`config.mk`:
```
export PLATFORM = sky130hd
export DESIGN_NAME = flash_controller_key_unlock_regs_core
export DESIGN_NICKNAME = d
export VERILOG_FILES = /design/src/hw/rtl/fku_pkg.sv /design/src/hw/rtl/flash_controller_key_unlock_regs_core.sv
export SDC_FILE = /design/constraint.sdc
export NUM_CORES = 1
export LEC_CHECK = 0
export BUFFER_PORTS_ARGS = -buffer_cell sky130_fd_sc_hd__buf_2
export CAP_MARGIN = 20
export CORE_ASPECT_RATIO = 2
export CORE_MARGIN = 5
export CORE_UTILIZATION = 60
export CTS_CLUSTER_DIAMETER = 80
export DETAILED_ROUTE_END_ITERATION = 12
export PLACE_DENSITY_LB_ADDON = 0.1
export REMOVE_ABC_BUFFERS = 1
export SYNTH_ARGS = -nofsm -noshare
export SYNTH_HDL_FRONTEND = slang
export SYNTH_SLANG_ARGS = --single-unit
```
`constraint.sdc`:
```
create_clock -name aclk -period 5.16 [get_ports aclk]
set_input_delay 0 -clock aclk [delete_from_list [all_inputs] [get_ports aclk]]
set_output_delay 0 -clock aclk [all_outputs]
set_load 0.02 [all_outputs]
```
`src/hw/rtl/fku_pkg.sv`:
```
// fku_pkg: types, codes and constants for the flash key-unlock register block
// used by flash_controller_key_unlock_regs_core; no dependencies
`timescale 1ns / 1ps
`default_nettype none

package fku_pkg;

    // default sizes
    localparam int FKU_PAGE_BYTES = 1024;
    localparam int FKU_REG_WORDS  = 49;

    // configuration register reset values
    localparam logic [24:0] FLASH_SIZE_RST = 25'd524288;
    localparam logic [31:0] FLASH_BASE_RST = 32'h0800_0000;

    // configuration register indexes
    localparam int CFG_IDX_W = 1;
    localparam logic [CFG_IDX_W-1:0] CFG_FLASH_SIZE = 1'd0;
    localparam logic [CFG_IDX_W-1:0] CFG_FLASH_BASE = 1'd1;

    // unlock key sequence
    localparam logic [31:0] KEY_FIRST  = 32'h4567_0123;
    localparam logic [31:0] KEY_SECOND = 32'hCDEF_89AB;

    // control register bit positions
    localparam int BIT_PG   = 0;
    localparam int BIT_PER  = 1;
    localparam int BIT_STRT = 6;
    localparam int BIT_LOCK = 7;

    // word map of the register window
    localparam int WORD_IDX_W = 8;
    localparam logic [WORD_IDX_W-1:0] W_ACCESS   = 8'd0;
    localparam logic [WORD_IDX_W-1:0] W_CONTROL  = 8'd1;
    localparam logic [WORD_IDX_W-1:0] W_OPTKEY   = 8'd4;
    localparam logic [WORD_IDX_W-1:0] W_KEY      = 8'd5;
    localparam logic [WORD_IDX_W-1:0] W_SPARE    = 8'd6;
    localparam logic [WORD_IDX_W-1:0] W_STATUS   = 8'd8;
    localparam logic [WORD_IDX_W-1:0] W_OPTBYTES = 8'd16;
    localparam logic [WORD_IDX_W-1:0] W_ADDRESS  = 8'd22;
    localparam logic [WORD_IDX_W-1:0] W_WPROT    = 8'd23;

    localparam logic       KIND_READ  = 1'b0;
    localparam logic       KIND_WRITE = 1'b1;
    localparam logic [3:0] WORD_BYTES = 4'd4;

    typedef enum logic [2:0] {
        ST_OK             = 3'd0,
        ST_BAD_WIDTH      = 3'd1,
        ST_BAD_OFFSET     = 3'd2,
        ST_LOCK_PG        = 3'd3,
        ST_ERASE_CONFLICT = 3'd4,
        ST_ERASE_ADDR     = 3'd5,
        ST_PROG_CONFLICT  = 3'd6
    } status_t;

    typedef struct packed {
        logic        kind;
        logic [9:0]  reg_offset;
        logic [3:0]  access_bytes;
        logic [31:0] write_data;
    } in_item_t;

    typedef struct packed {
        logic [31:0] read_data;
        status_t     status_code;
        logic        locked_flag;
        logic        program_enabled;
        logic        erase_strobe;
        logic [23:0] erase_offset;
    } out_item_t;

endpackage

`default_nettype wire

```
`src/hw/rtl/flash_controller_key_unlock_regs_core.sv`:
```
// flash_controller_key_unlock_regs_core: register block of a flash program/erase controller
// depends on fku_pkg for types, codes and constants
`timescale 1ns / 1ps
`default_nettype none

// Register block of a flash controller with key unlock. Each transfer on the s_ channel is one
// bus access (read or write of a 32-bit register); each produces exactly one transfer on the
// m_ channel with read data, a status code, the lock and programming flags after the access,
// and an erase strobe with the page offset. Throughput is one access per cycle while m_ready is
// high; an access passes the input register, then the result register, with all decode and checks
// done by the logic between them. The input register keeps accepting while a result waits on
// m_ready, so the input side stalls only once both registers are full. Page size must be a power
// of two. cfg_wr_en writes flash size (index 0, kept as a precomputed erase limit) or flash base
// address (index 1); the user must use it only while the block is idle; it is not enforced.
module flash_controller_key_unlock_regs_core #(
    parameter int PAGE_BYTES = fku_pkg::FKU_PAGE_BYTES,
    parameter int REG_WORDS  = fku_pkg::FKU_REG_WORDS
) (
    input  wire                            aclk,
    input  wire                            aresetn,
    // configuration write port
    input  wire                            cfg_wr_en,
    input  wire  [fku_pkg::CFG_IDX_W-1:0]  cfg_index,
    input  wire  [31:0]                    cfg_wdata,
    // access channel
    input  wire                            s_valid,
    output logic                           s_ready,
    input  wire  fku_pkg::in_item_t        s_data,
    // result channel
    output logic                           m_valid,
    input  wire                            m_ready,
    output fku_pkg::out_item_t             m_data
);
    import fku_pkg::*;

    localparam int PAGE_BITS = $clog2(PAGE_BYTES);
    localparam int LIMIT_W   = 26;
    localparam logic [LIMIT_W-1:0] PAGE_SIZE = LIMIT_W'(PAGE_BYTES);
    localparam logic [8:0]         WORD_LIMIT = 9'(REG_WORDS);

    // input stage
    logic      in_valid_reg;
    in_item_t  in_data_reg;
    // result stage
    logic      out_valid_reg;
    out_item_t out_data_reg;
    out_item_t res;

    // configuration: size minus one page (negative means no page fits), and base
    logic [LIMIT_W-1:0] erase_limit_reg;
    logic [31:0]        flash_base_reg;

    // register file and flags
    logic [31:0] access_ctrl_reg, access_ctrl_next;
    logic [31:0] last_key_reg, last_key_next;
    logic [31:0] option_key_reg, option_key_next;
    logic [31:0] status_word_reg, status_word_next;
    logic [31:0] control_reg, control_next;
    logic [31:0] address_reg, address_next;
    logic [31:0] spare_reg, spare_next;
    logic [31:0] option_bytes_reg, option_bytes_next;
    logic [31:0] wprot_reg, wprot_next;
    logic        locked_reg, locked_next;
    logic        programming_reg, programming_next;

    logic advance;
    logic fire;

    // result register moves when empty or being taken
    assign advance = !out_valid_reg || m_ready;
    assign fire    = in_valid_reg && advance;
    assign s_ready = !in_valid_reg || advance;
    assign m_valid = out_valid_reg;
    assign m_data  = out_data_reg;

    // decode and checks for the access in the input register
    logic [WORD_IDX_W-1:0] idx;
    logic [31:0]           d;
    logic [32:0]           page_diff;
    logic                  erase_addr_ok;

    assign idx = in_data_reg.reg_offset[9:2];
    assign d   = in_data_reg.write_data;

    // address minus base, top bit set when the address lies below the array
    assign page_diff = {1'b0, address_reg} - {1'b0, flash_base_reg};
    assign erase_addr_ok = (address_reg[PAGE_BITS-1:0] == '0) && !page_diff[32]
                         && !erase_limit_reg[LIMIT_W-1]
                         && (page_diff[31:0] <= {7'd0, erase_limit_reg[LIMIT_W-2:0]});

    always_comb begin
        access_ctrl_next  = access_ctrl_reg;
        last_key_next     = last_key_reg;
        option_key_next   = option_key_reg;
        status_word_next  = status_word_reg;
        control_next      = control_reg;
        address_next      = address_reg;
        spare_next        = spare_reg;
        option_bytes_next = option_bytes_reg;
        wprot_next        = wprot_reg;
        locked_next       = locked_reg;
        programming_next  = programming_reg;

        res              = '0;
        res.status_code  = ST_OK;

        if (in_data_reg.access_bytes != WORD_BYTES) begin
            res.status_code = ST_BAD_WIDTH;
        end else if ({1'b0, idx} >= WORD_LIMIT) begin
            res.status_code = ST_BAD_OFFSET;
        end else if (in_data_reg.kind == KIND_READ) begin
            case (idx)
                W_ACCESS:   res.read_data = access_ctrl_reg;
                W_CONTROL:  res.read_data = control_reg;
                W_OPTKEY:   res.read_data = option_key_reg;
                W_KEY:      res.read_data = last_key_reg;
                W_SPARE:    res.read_data = spare_reg;
                W_STATUS:   res.read_data = status_word_reg;
                W_OPTBYTES: res.read_data = option_bytes_reg;
                W_ADDRESS:  res.read_data = address_reg;
                W_WPROT:    res.read_data = wprot_reg;
                default:    res.read_data = '0;
            endcase
        end else begin
            case (idx)
                W_ACCESS:   access_ctrl_next = d;
                W_OPTKEY:   option_key_next = d;
                W_SPARE:    spare_next = d;
                W_STATUS:   status_word_next = d;
                W_OPTBYTES: option_bytes_next = d;
                W_ADDRESS:  address_next = d;
                W_WPROT:    wprot_next = d;
                W_KEY: begin
                    // second key right after the first unlocks
                    if (last_key_reg == KEY_FIRST && d == KEY_SECOND) begin
                        control_next[BIT_LOCK] = 1'b0;
                        locked_next = 1'b0;
                    end
                    last_key_next = d;
                end
                W_CONTROL: begin
                    if (!locked_reg && d[BIT_LOCK]) begin
                        // lock request
                        if (d[BIT_PG]) begin
                            res.status_code = ST_LOCK_PG;
                        end else begin
                            locked_next  = 1'b1;
                            control_next = d;
                        end
                    end else if (control_reg[BIT_PER] && d[BIT_STRT]) begin
                        // page erase start
                        if (d[BIT_PG] || d[BIT_LOCK]) begin
                            res.status_code = ST_ERASE_CONFLICT;
                        end else if (!erase_addr_ok) begin
                            res.status_code = ST_ERASE_ADDR;
                        end else begin
                            res.erase_strobe = 1'b1;
                            res.erase_offset = page_diff[23:0];
                            control_next     = d;
                        end
                    end else if (d[BIT_PG]) begin
                        // program enable request
                        if (d[BIT_LOCK] || d[BIT_PER]) begin
                            res.status_code = ST_PROG_CONFLICT;
                        end else begin
                            programming_next = 1'b1;
                            control_next     = d;
                        end
                    end else begin
                        if (d != '0) begin
                            programming_next = 1'b0;
                        end
                        control_next = d;
                    end
                end
                default: ;
            endcase
        end

        res.locked_flag     = locked_next;
        res.program_enabled = programming_next;
    end

    // handshake control
    always_ff @(posedge aclk) begin
        if (!aresetn) begin
            in_valid_reg  <= 1'b0;
            out_valid_reg <= 1'b0;
        end else begin
            if (s_ready) begin
                in_valid_reg <= s_valid;
            end
            if (advance) begin
                out_valid_reg <= in_valid_reg;
            end
        end
    end

    // payload registers
    always_ff @(posedge aclk) begin
        if (s_ready && s_valid) begin
            in_data_reg <= s_data;
        end
        if (fire) begin
            out_data_reg <= res;
        end
    end

    // configuration
    always_ff @(posedge aclk) begin
        if (!aresetn) begin
            erase_limit_reg <= {1'b0, FLASH_SIZE_RST} - PAGE_SIZE;
            flash_base_reg  <= FLASH_BASE_RST;
        end else if (cfg_wr_en) begin
            case (cfg_index)
                CFG_FLASH_SIZE: erase_limit_reg <= {1'b0, cfg_wdata[24:0]} - PAGE_SIZE;
                CFG_FLASH_BASE: flash_base_reg  <= cfg_wdata;
                default: ;
            endcase
        end
    end

    // register file, updated once per transfer through the result stage
    always_ff @(posedge aclk) begin
        if (!aresetn) begin
            access_ctrl_reg  <= '0;
            last_key_reg     <= '0;
            option_key_reg   <= '0;
            status_word_reg  <= '0;
            control_reg      <= '0;
            address_reg      <= '0;
            spare_reg        <= '0;
            option_bytes_reg <= '0;
            wprot_reg        <= '0;
            locked_reg       <= 1'b1;
            programming_reg  <= 1'b0;
        end else if (fire) begin
            access_ctrl_reg  <= access_ctrl_next;
            last_key_reg     <= last_key_next;
            option_key_reg   <= option_key_next;
            status_word_reg  <= status_word_next;
            control_reg      <= control_next;
            address_reg      <= address_next;
            spare_reg        <= spare_next;
            option_bytes_reg <= option_bytes_next;
            wprot_reg        <= wprot_next;
            locked_reg       <= locked_next;
            programming_reg  <= programming_next;
        end
    end

    // the controller comes out of reset locked
    assert property (@(posedge aclk) !aresetn |=> locked_reg)
        else $error("controller not locked after reset");

    // an erase strobe only goes out with a good status
    assert property (@(posedge aclk) disable iff (!aresetn)
        (m_valid && m_data.erase_strobe) |-> (m_data.status_code == ST_OK))
        else $error("erase strobe with error status");

    // a rejected access leaves control state untouched
    assert property (@(posedge aclk) disable iff (!aresetn)
        (fire && res.status_code != ST_OK)
        |=> ($stable(control_reg) && $stable(locked_reg) && $stable(programming_reg)))
        else $error("rejected access changed control state");

    // the flags shown with a result match the stored flags right after it
    assert property (@(posedge aclk) disable iff (!aresetn)
        fire |=> (m_data.locked_flag == locked_reg && m_data.program_enabled == programming_reg))
        else $error("result flags disagree with stored flags");

endmodule

`default_nettype wire

```
# After elaboration in Yosys (flattened, before gate mapping)
# Cells that the tools add are included.
# totals
in_bits,85
word_cells,132
ff_bits,459
# op_classes
bitwise,7
n_eq_ne,20
reduce_logical,37
order_cmp,2
mux,37
addsub,2
# ops
cell,count
case mux 32 bit (9 select lines),1
two-way mux 32 bit,7
AND reduction 5 bit,8
subtractor 32 x 32 -> 33 bit,1
== test 32 x 31 -> 1 bit (second input constant),1
== test 32 bit (second input constant),1
less-or-equal comparator 32 x 25 -> 1 bit,1
nonzero test 32 bit,1
subtractor 25 x 11 -> 26 bit (second input constant),1
two-way mux 25 bit,1
== test 8 x 3 -> 1 bit (second input constant),3
== test 8 x 5 -> 1 bit (second input constant),3
two-way mux 3 bit,6
two-way mux 1 bit,16
!= test 3 bit (second input constant),4
!= test 4 bit (second input constant),3
zero test 10 bit,1
AND reduction 10 bit,1
AND reduction 9 bit,1
== test 8 x 1 -> 1 bit (second input constant),1
== test 8 x 4 -> 1 bit (second input constant),1
>= comparator 8 x 6 -> 1 bit (second input constant),1
logical AND 1 bit,8
zero test 8 bit,1
other kinds (13),32

# Depth between registers and ports, before layout
# logic_depth
ltp_word,12
mapped_depth,23
depth_no_buf,21

# Least setup slack after synthesis
# OpenSTA, ideal clock, no wires.
# synth_timing
path_kind,reg2reg
start,register address_reg[0]
end,register out_data_reg (netlist bit m_data[29]) (data pin)
setup_ns,0.265
t_required_ns,4.895
path_buffers,1
stages_incl_launch_ff,23
path_slack_ns,0.947
t_arrival_ns,3.948
cell_sequence,dfxtp_1 > inv_1 > ha_1 > inv_1 > fa_1 > a21o_1 > a221oi_2 > o311a_1 > o21ai_0 > a21o_1 > a21oi_1 > xnor2_1 > ha_1 > nand4_1 > nor2_1 > nand2_1 > o32a_1 > o22ai_1 > o21ai_0 > nor2_1 > and3_4 > buf_6 > a211oi_1
# synth_between
word_cells_on_any_way,11
classes_between,add/sub (1); order compare (1); mux (4); reduce/logical (5)
# synth_lines
element,line_no,text
start: declaration,flash_controller_key_unlock_regs_core.sv:59,"logic [31:0] address_reg, address_next;"
start signal: assignment,flash_controller_key_unlock_regs_core.sv:243,address_reg <= address_next;
subtractor 32 x 32 -> 33 bit,flash_controller_key_unlock_regs_core.sv:86,"assign page_diff = {1'b0, address_reg} - {1'b0, flash_base_reg};"
via page_diff[16],flash_controller_key_unlock_regs_core.sv:79,logic [32:0] page_diff;
less-or-equal comparator 32 x 25 -> 1 bit,flash_controller_key_unlock_regs_core.sv:89,"&& (page_diff[31:0] <= {7'd0, erase_limit_reg[LIMIT_W-2:0]});"
logical AND 1 bit,flash_controller_key_unlock_regs_core.sv:89,
two-way mux 3 bit,flash_controller_key_unlock_regs_core.sv:154,end else if (!erase_addr_ok) begin
two-way mux 3 bit,flash_controller_key_unlock_regs_core.sv:152,if (d[BIT_PG] || d[BIT_LOCK]) begin
two-way mux 3 bit,flash_controller_key_unlock_regs_core.sv:150,end else if (control_reg[BIT_PER] && d[BIT_STRT]) begin
two-way mux 3 bit,flash_controller_key_unlock_regs_core.sv:142,if (!locked_reg && d[BIT_LOCK]) begin
end signal: assignment,flash_controller_key_unlock_regs_core.sv:205,out_data_reg <= res;
end: declaration,flash_controller_key_unlock_regs_core.sv:46,out_item_t out_data_reg;
# The timed path passes the listed nets, and every way through them passes these cells.
# A chain may end at the register's enable or synchronous reset.

# Final worst setup path
# layout_timing
start,register address_reg[0]
end,register control_reg[11]
# layout_between
word_cells_on_any_way,9
classes_between,add/sub (1); order compare (1); eq/ne (1); reduce/logical (6)
# layout_lines
element,line_no,text
subtractor 32 x 32 -> 33 bit,flash_controller_key_unlock_regs_core.sv:86,
via page_diff[16],flash_controller_key_unlock_regs_core.sv:79,
less-or-equal comparator 32 x 25 -> 1 bit,flash_controller_key_unlock_regs_core.sv:89,
logical AND 1 bit,flash_controller_key_unlock_regs_core.sv:89,
!= test 3 bit (no source line),n/a,
AND reduction 9 bit (no source line),n/a,
end signal: assignment,flash_controller_key_unlock_regs_core.sv:242,control_reg <= control_next;
end: declaration,flash_controller_key_unlock_regs_core.sv:58,"logic [31:0] control_reg, control_next;"
# The timed path passes the listed nets, and every way through them passes these cells.

==> results.md <==
- Drt via density: 6.17
- Max reg flops: just over 60
- Largest family of logic cells by synthesized area: compound AO/OA/AOI/OAI gates
- DR WL/cell: between 20 and 25 um
- Area growth, synth to finish: 15.3%
- Die area: 40,300 sq um
- CTS buffer count: 41
- Die Y: 279 um
- Largest net degree at the start of global routing: between 150 and 200
- Starting Density: 60.6%
- F_max: 204 MHz
- RSZ-0062 raised after global routing: false
- Required @ worst endpoint: 5.64 ns
- Core Region: 35,800 sq um
- Final net count: 2,761
- Die span in x: approximately 140 um
- Area contributors post-synth: dfxtp_1, edfxtp_1, nand2_1, a21boi_0, mux2i_1
- Slew @ Worst Pin: 1.06 ns
- Final Skew: 0.0151 ns
- Worst Hold Slack: 0.0831 ns
- Peak VDD IR: 0.000338 V
- Flops & latches, synth: 457
- GP Congestion: 0.968
- Register area share after synthesis: 47.1%
- Power, Total: 7790 uW
- Core Util, Final: 69.8%
- Adder-Cell Fraction of Synth Area: 3.44%
- Max-slew violations: 0
- Ys flop type: dfxtp_1
- Drt first pass iters: 7
- Post-synth ARST share: 0%
- Skew-Pair Late Insertion Delay: 0.56 ns
- Port Buf Inserts: roughly 150
- Vias in the first global route: 19,300
- Final Hold Fails: 0
- Worst-path maximum fanout: 16
- Congestion Overflow GR: 0
- Simple-Gate Fraction of Synth Area: 18.6%
- CP Launch Type: register
- Avg Cell Area, Syn: 8.70 sq um
- DRC viols: 0
- Fin crit share: around 95%
- Rel. slew slack: approximately 29%
- Routed WL: between 60,000 and 70,000 um
- Max H-tree Level: 2
- Crit Path Class: register to register
- Clk sinks: 457
- Synthesized area: between 20,000 and 25,000 sq um
- XOR/XNOR share of the synthesized area: 1.45%
- CTS clk-pin slew, worst paths: 0.07 ns
- Via count: 19,100
- CTS tree: built
- Final antenna diode count: 0
- Post-synth top area share: 32.3%
- Iter 0 DRT Violations: between 1,500 and 2,000
- First-pass GRT wire length: about 110,000 um
- Post-DP HPWL: roughly 46,000 um
- LEAKAGE: between 0.008 and 0.009 uW
- Setup Viol. Count Final: 0
- WP data arrival: 5.39 ns
- Layout cells sized above 1: 11.2%
- GRT Total Usage: 34.2%
- Yosys cell types: 71
- Max Cap Viol: 0
- Synth Warn #: 0
- Final-layout fill cell count: between 2,000 and 3,000
- Root Buffer: clkbuf_16
- Status: completed
- Mux cell area share after synthesis: about 3.9%
- Crit path time final: around 4.9 ns
- Compound-Gate Fraction of Synth Area: 20.6%
- Crit. End Element: register
- Clock tree buffer depth: 3
- # Post-CTS Setup Buffers: 0
- Initial antenna violation count: 0
- Pwr Density: 311 nW/um^2
- Worst Hold Class: input pin to register
- Largest area contributor in the netlist: dfxtp_1
- I/O pin cnt: around 150
- Rows: 98
- Mapped Cells: 2,493
- Antenna Nets Post-Route: 0
- EDFF count, synth: 107
## logic make-up after synthesis
logic type	Yosys count
AOI/OAI and AO/OA	620
xor gates and xnor gates	36
adders and majority gates	59
buffers and inverters	268
DFF	457
muxes	85
and+or+nand+nor	968
## Yosys cell counts, types with 4 or more instances
| cell type | count |
|---|---|
| xnor2_1 | 15 |
| nor2b_1 | 13 |
| a221oi_1 | 40 |
| a31oi_1 | 22 |
| dfxtp_1 | 350 |
| buf_6 | 5 |
| inv_1 | 67 |
| nor3_1 | 19 |
| and3_1 | 24 |
| mux2i_1 | 85 |
| a222oi_1 | 9 |
| buf_2 | 10 |
| o22ai_1 | 9 |
| nor4_1 | 18 |
| nand3_1 | 13 |
| nand2_1 | 758 |
| a21oi_1 | 69 |
| a22oi_1 | 19 |
| o21ai_0 | 56 |
| a21boi_1 | 5 |
| nor2_1 | 52 |
| and2_1 | 14 |
| xor2_1 | 21 |
| nand4_1 | 25 |
| o21a_1 | 13 |
| nand2b_1 | 6 |
| a211oi_1 | 8 |
| a21boi_0 | 295 |
| buf_1 | 5 |
| a21o_1 | 15 |
| edfxtp_1 | 107 |
| clkbuf_1 | 180 |
| or3_1 | 11 |
| ha_1 | 58 |
| o211ai_1 | 18 |
| o21ai_1 | 4 |
## power breakdown
part / switching, uW / internal [uW]
registers: 74.3 / 3720
logic: 399 / 278
clock network: 1400 / 1920
total: 1870 / 5920
## routing by layer
layer / routed length [um] / up-vias / global-route usage (%)
li1: - / 8832 / -
met1: 24100 / 9096 / 37.2
met2: 36600 / 879 / 62.0
met3: 4270 / 304 / 4.11
met4: 4910 / 0 / 20.4
met5: 0 / - / 0
## cells in the final DEF, fill, tap and decap left out, drive strengths merged, types with 13 or more instances in the layout
cell / count
a21boi: 300
a21o: 15
a21oi: 69
a221oi: 42
a22oi: 19
a31oi: 22
and2: 14
and3: 25
buf: 198
clkbuf: 57
dfxtp: 350
dlygate4sd3: 82
edfxtp: 107
ha: 58
inv: 69
mux2i: 85
nand2: 758
nand3: 13
nand4: 25
nor2: 52
nor2b: 13
nor3: 20
nor4: 18
o211ai: 19
o21a: 13
o21ai: 60
xnor2: 15
xor2: 21
## per-stage QoR
step	setup slack [ns]	area [sq um]	instances	setup TNS (ns)
2_1_floorplan	-0.832	20900	2292	-26.60
3_3_place_gp	0.307	22700	2941	0
3_5_place_dp	0.228	22700	2941	0
4_1_cts	0.198	25000	3098	0
5_1_grt	0.0106	25000	3099	0
6_report	0.250	25000	3099	0
## critical path, cell delays in order, from the launching register on
cell and delay [ns]:
dfxtp_1 0.32, inv_1 0.10, ha_1 0.18, inv_1 0.06
fa_1 0.40, a21o_1 0.20, a221oi_2 0.21, buf_4 0.20
o311a_1 0.25, o21ai_0 0.14, a21o_1 0.21, a21oi_1 0.17
xnor2_1 0.11, ha_1 0.29, nand4_1 0.13, nor2_2 0.15
nand2_1 0.10, o32a_1 0.29, o22ai_1 0.17, buf_4 0.16
o21ai_0 0.08, nor2_1 0.19, a31o_4 0.25, buf_12 0.21
mux2i_1 0.22
## area by class of cell
class	instances	area, sq um	share of cell area, %
clock buffer	55	1180	4.72
clock inverter	20	260	1.04
inverter	67	251	1.01
multi-input combinational	1768	10500	42.0
sequential	457	10200	40.9
tap	450	563	2.25
timing repair buffer	282	2030	8.13
## path summary, 6_finish.rpt
| kind | startpoint | end | slack [ns] | cells past startpoint |
|---|---|---|---|---|
| max reg2reg | address_reg[0]$_SDFFE_PN0P_ | control_reg[11]$_SDFFE_PN0P_ | 0.25 | 24 |
| min | cfg_wr_en | flash_base_reg[31]$_SDFFE_PN0P_ | 0.08 | 5 |
| max | address_reg[0]$_SDFFE_PN0P_ | control_reg[11]$_SDFFE_PN0P_ | 0.25 | 24 |
| min reg2reg | option_key_reg[9]$_SDFFE_PN0P_ | option_key_reg[9]$_SDFFE_PN0P_ | 0.46 | 2 |
## what timing repair did
| action | 4_1_cts | 5_1_grt |
|---|---|---|
| endpoints found under the hold margin | 105 | 0 |
| resized for setup | 0 | 4 |
| hold buffers | 82 | 0 |
| setup endpoints to repair | 0 | 41 |
No activity file was read; power rests on OpenSTA's default activity.
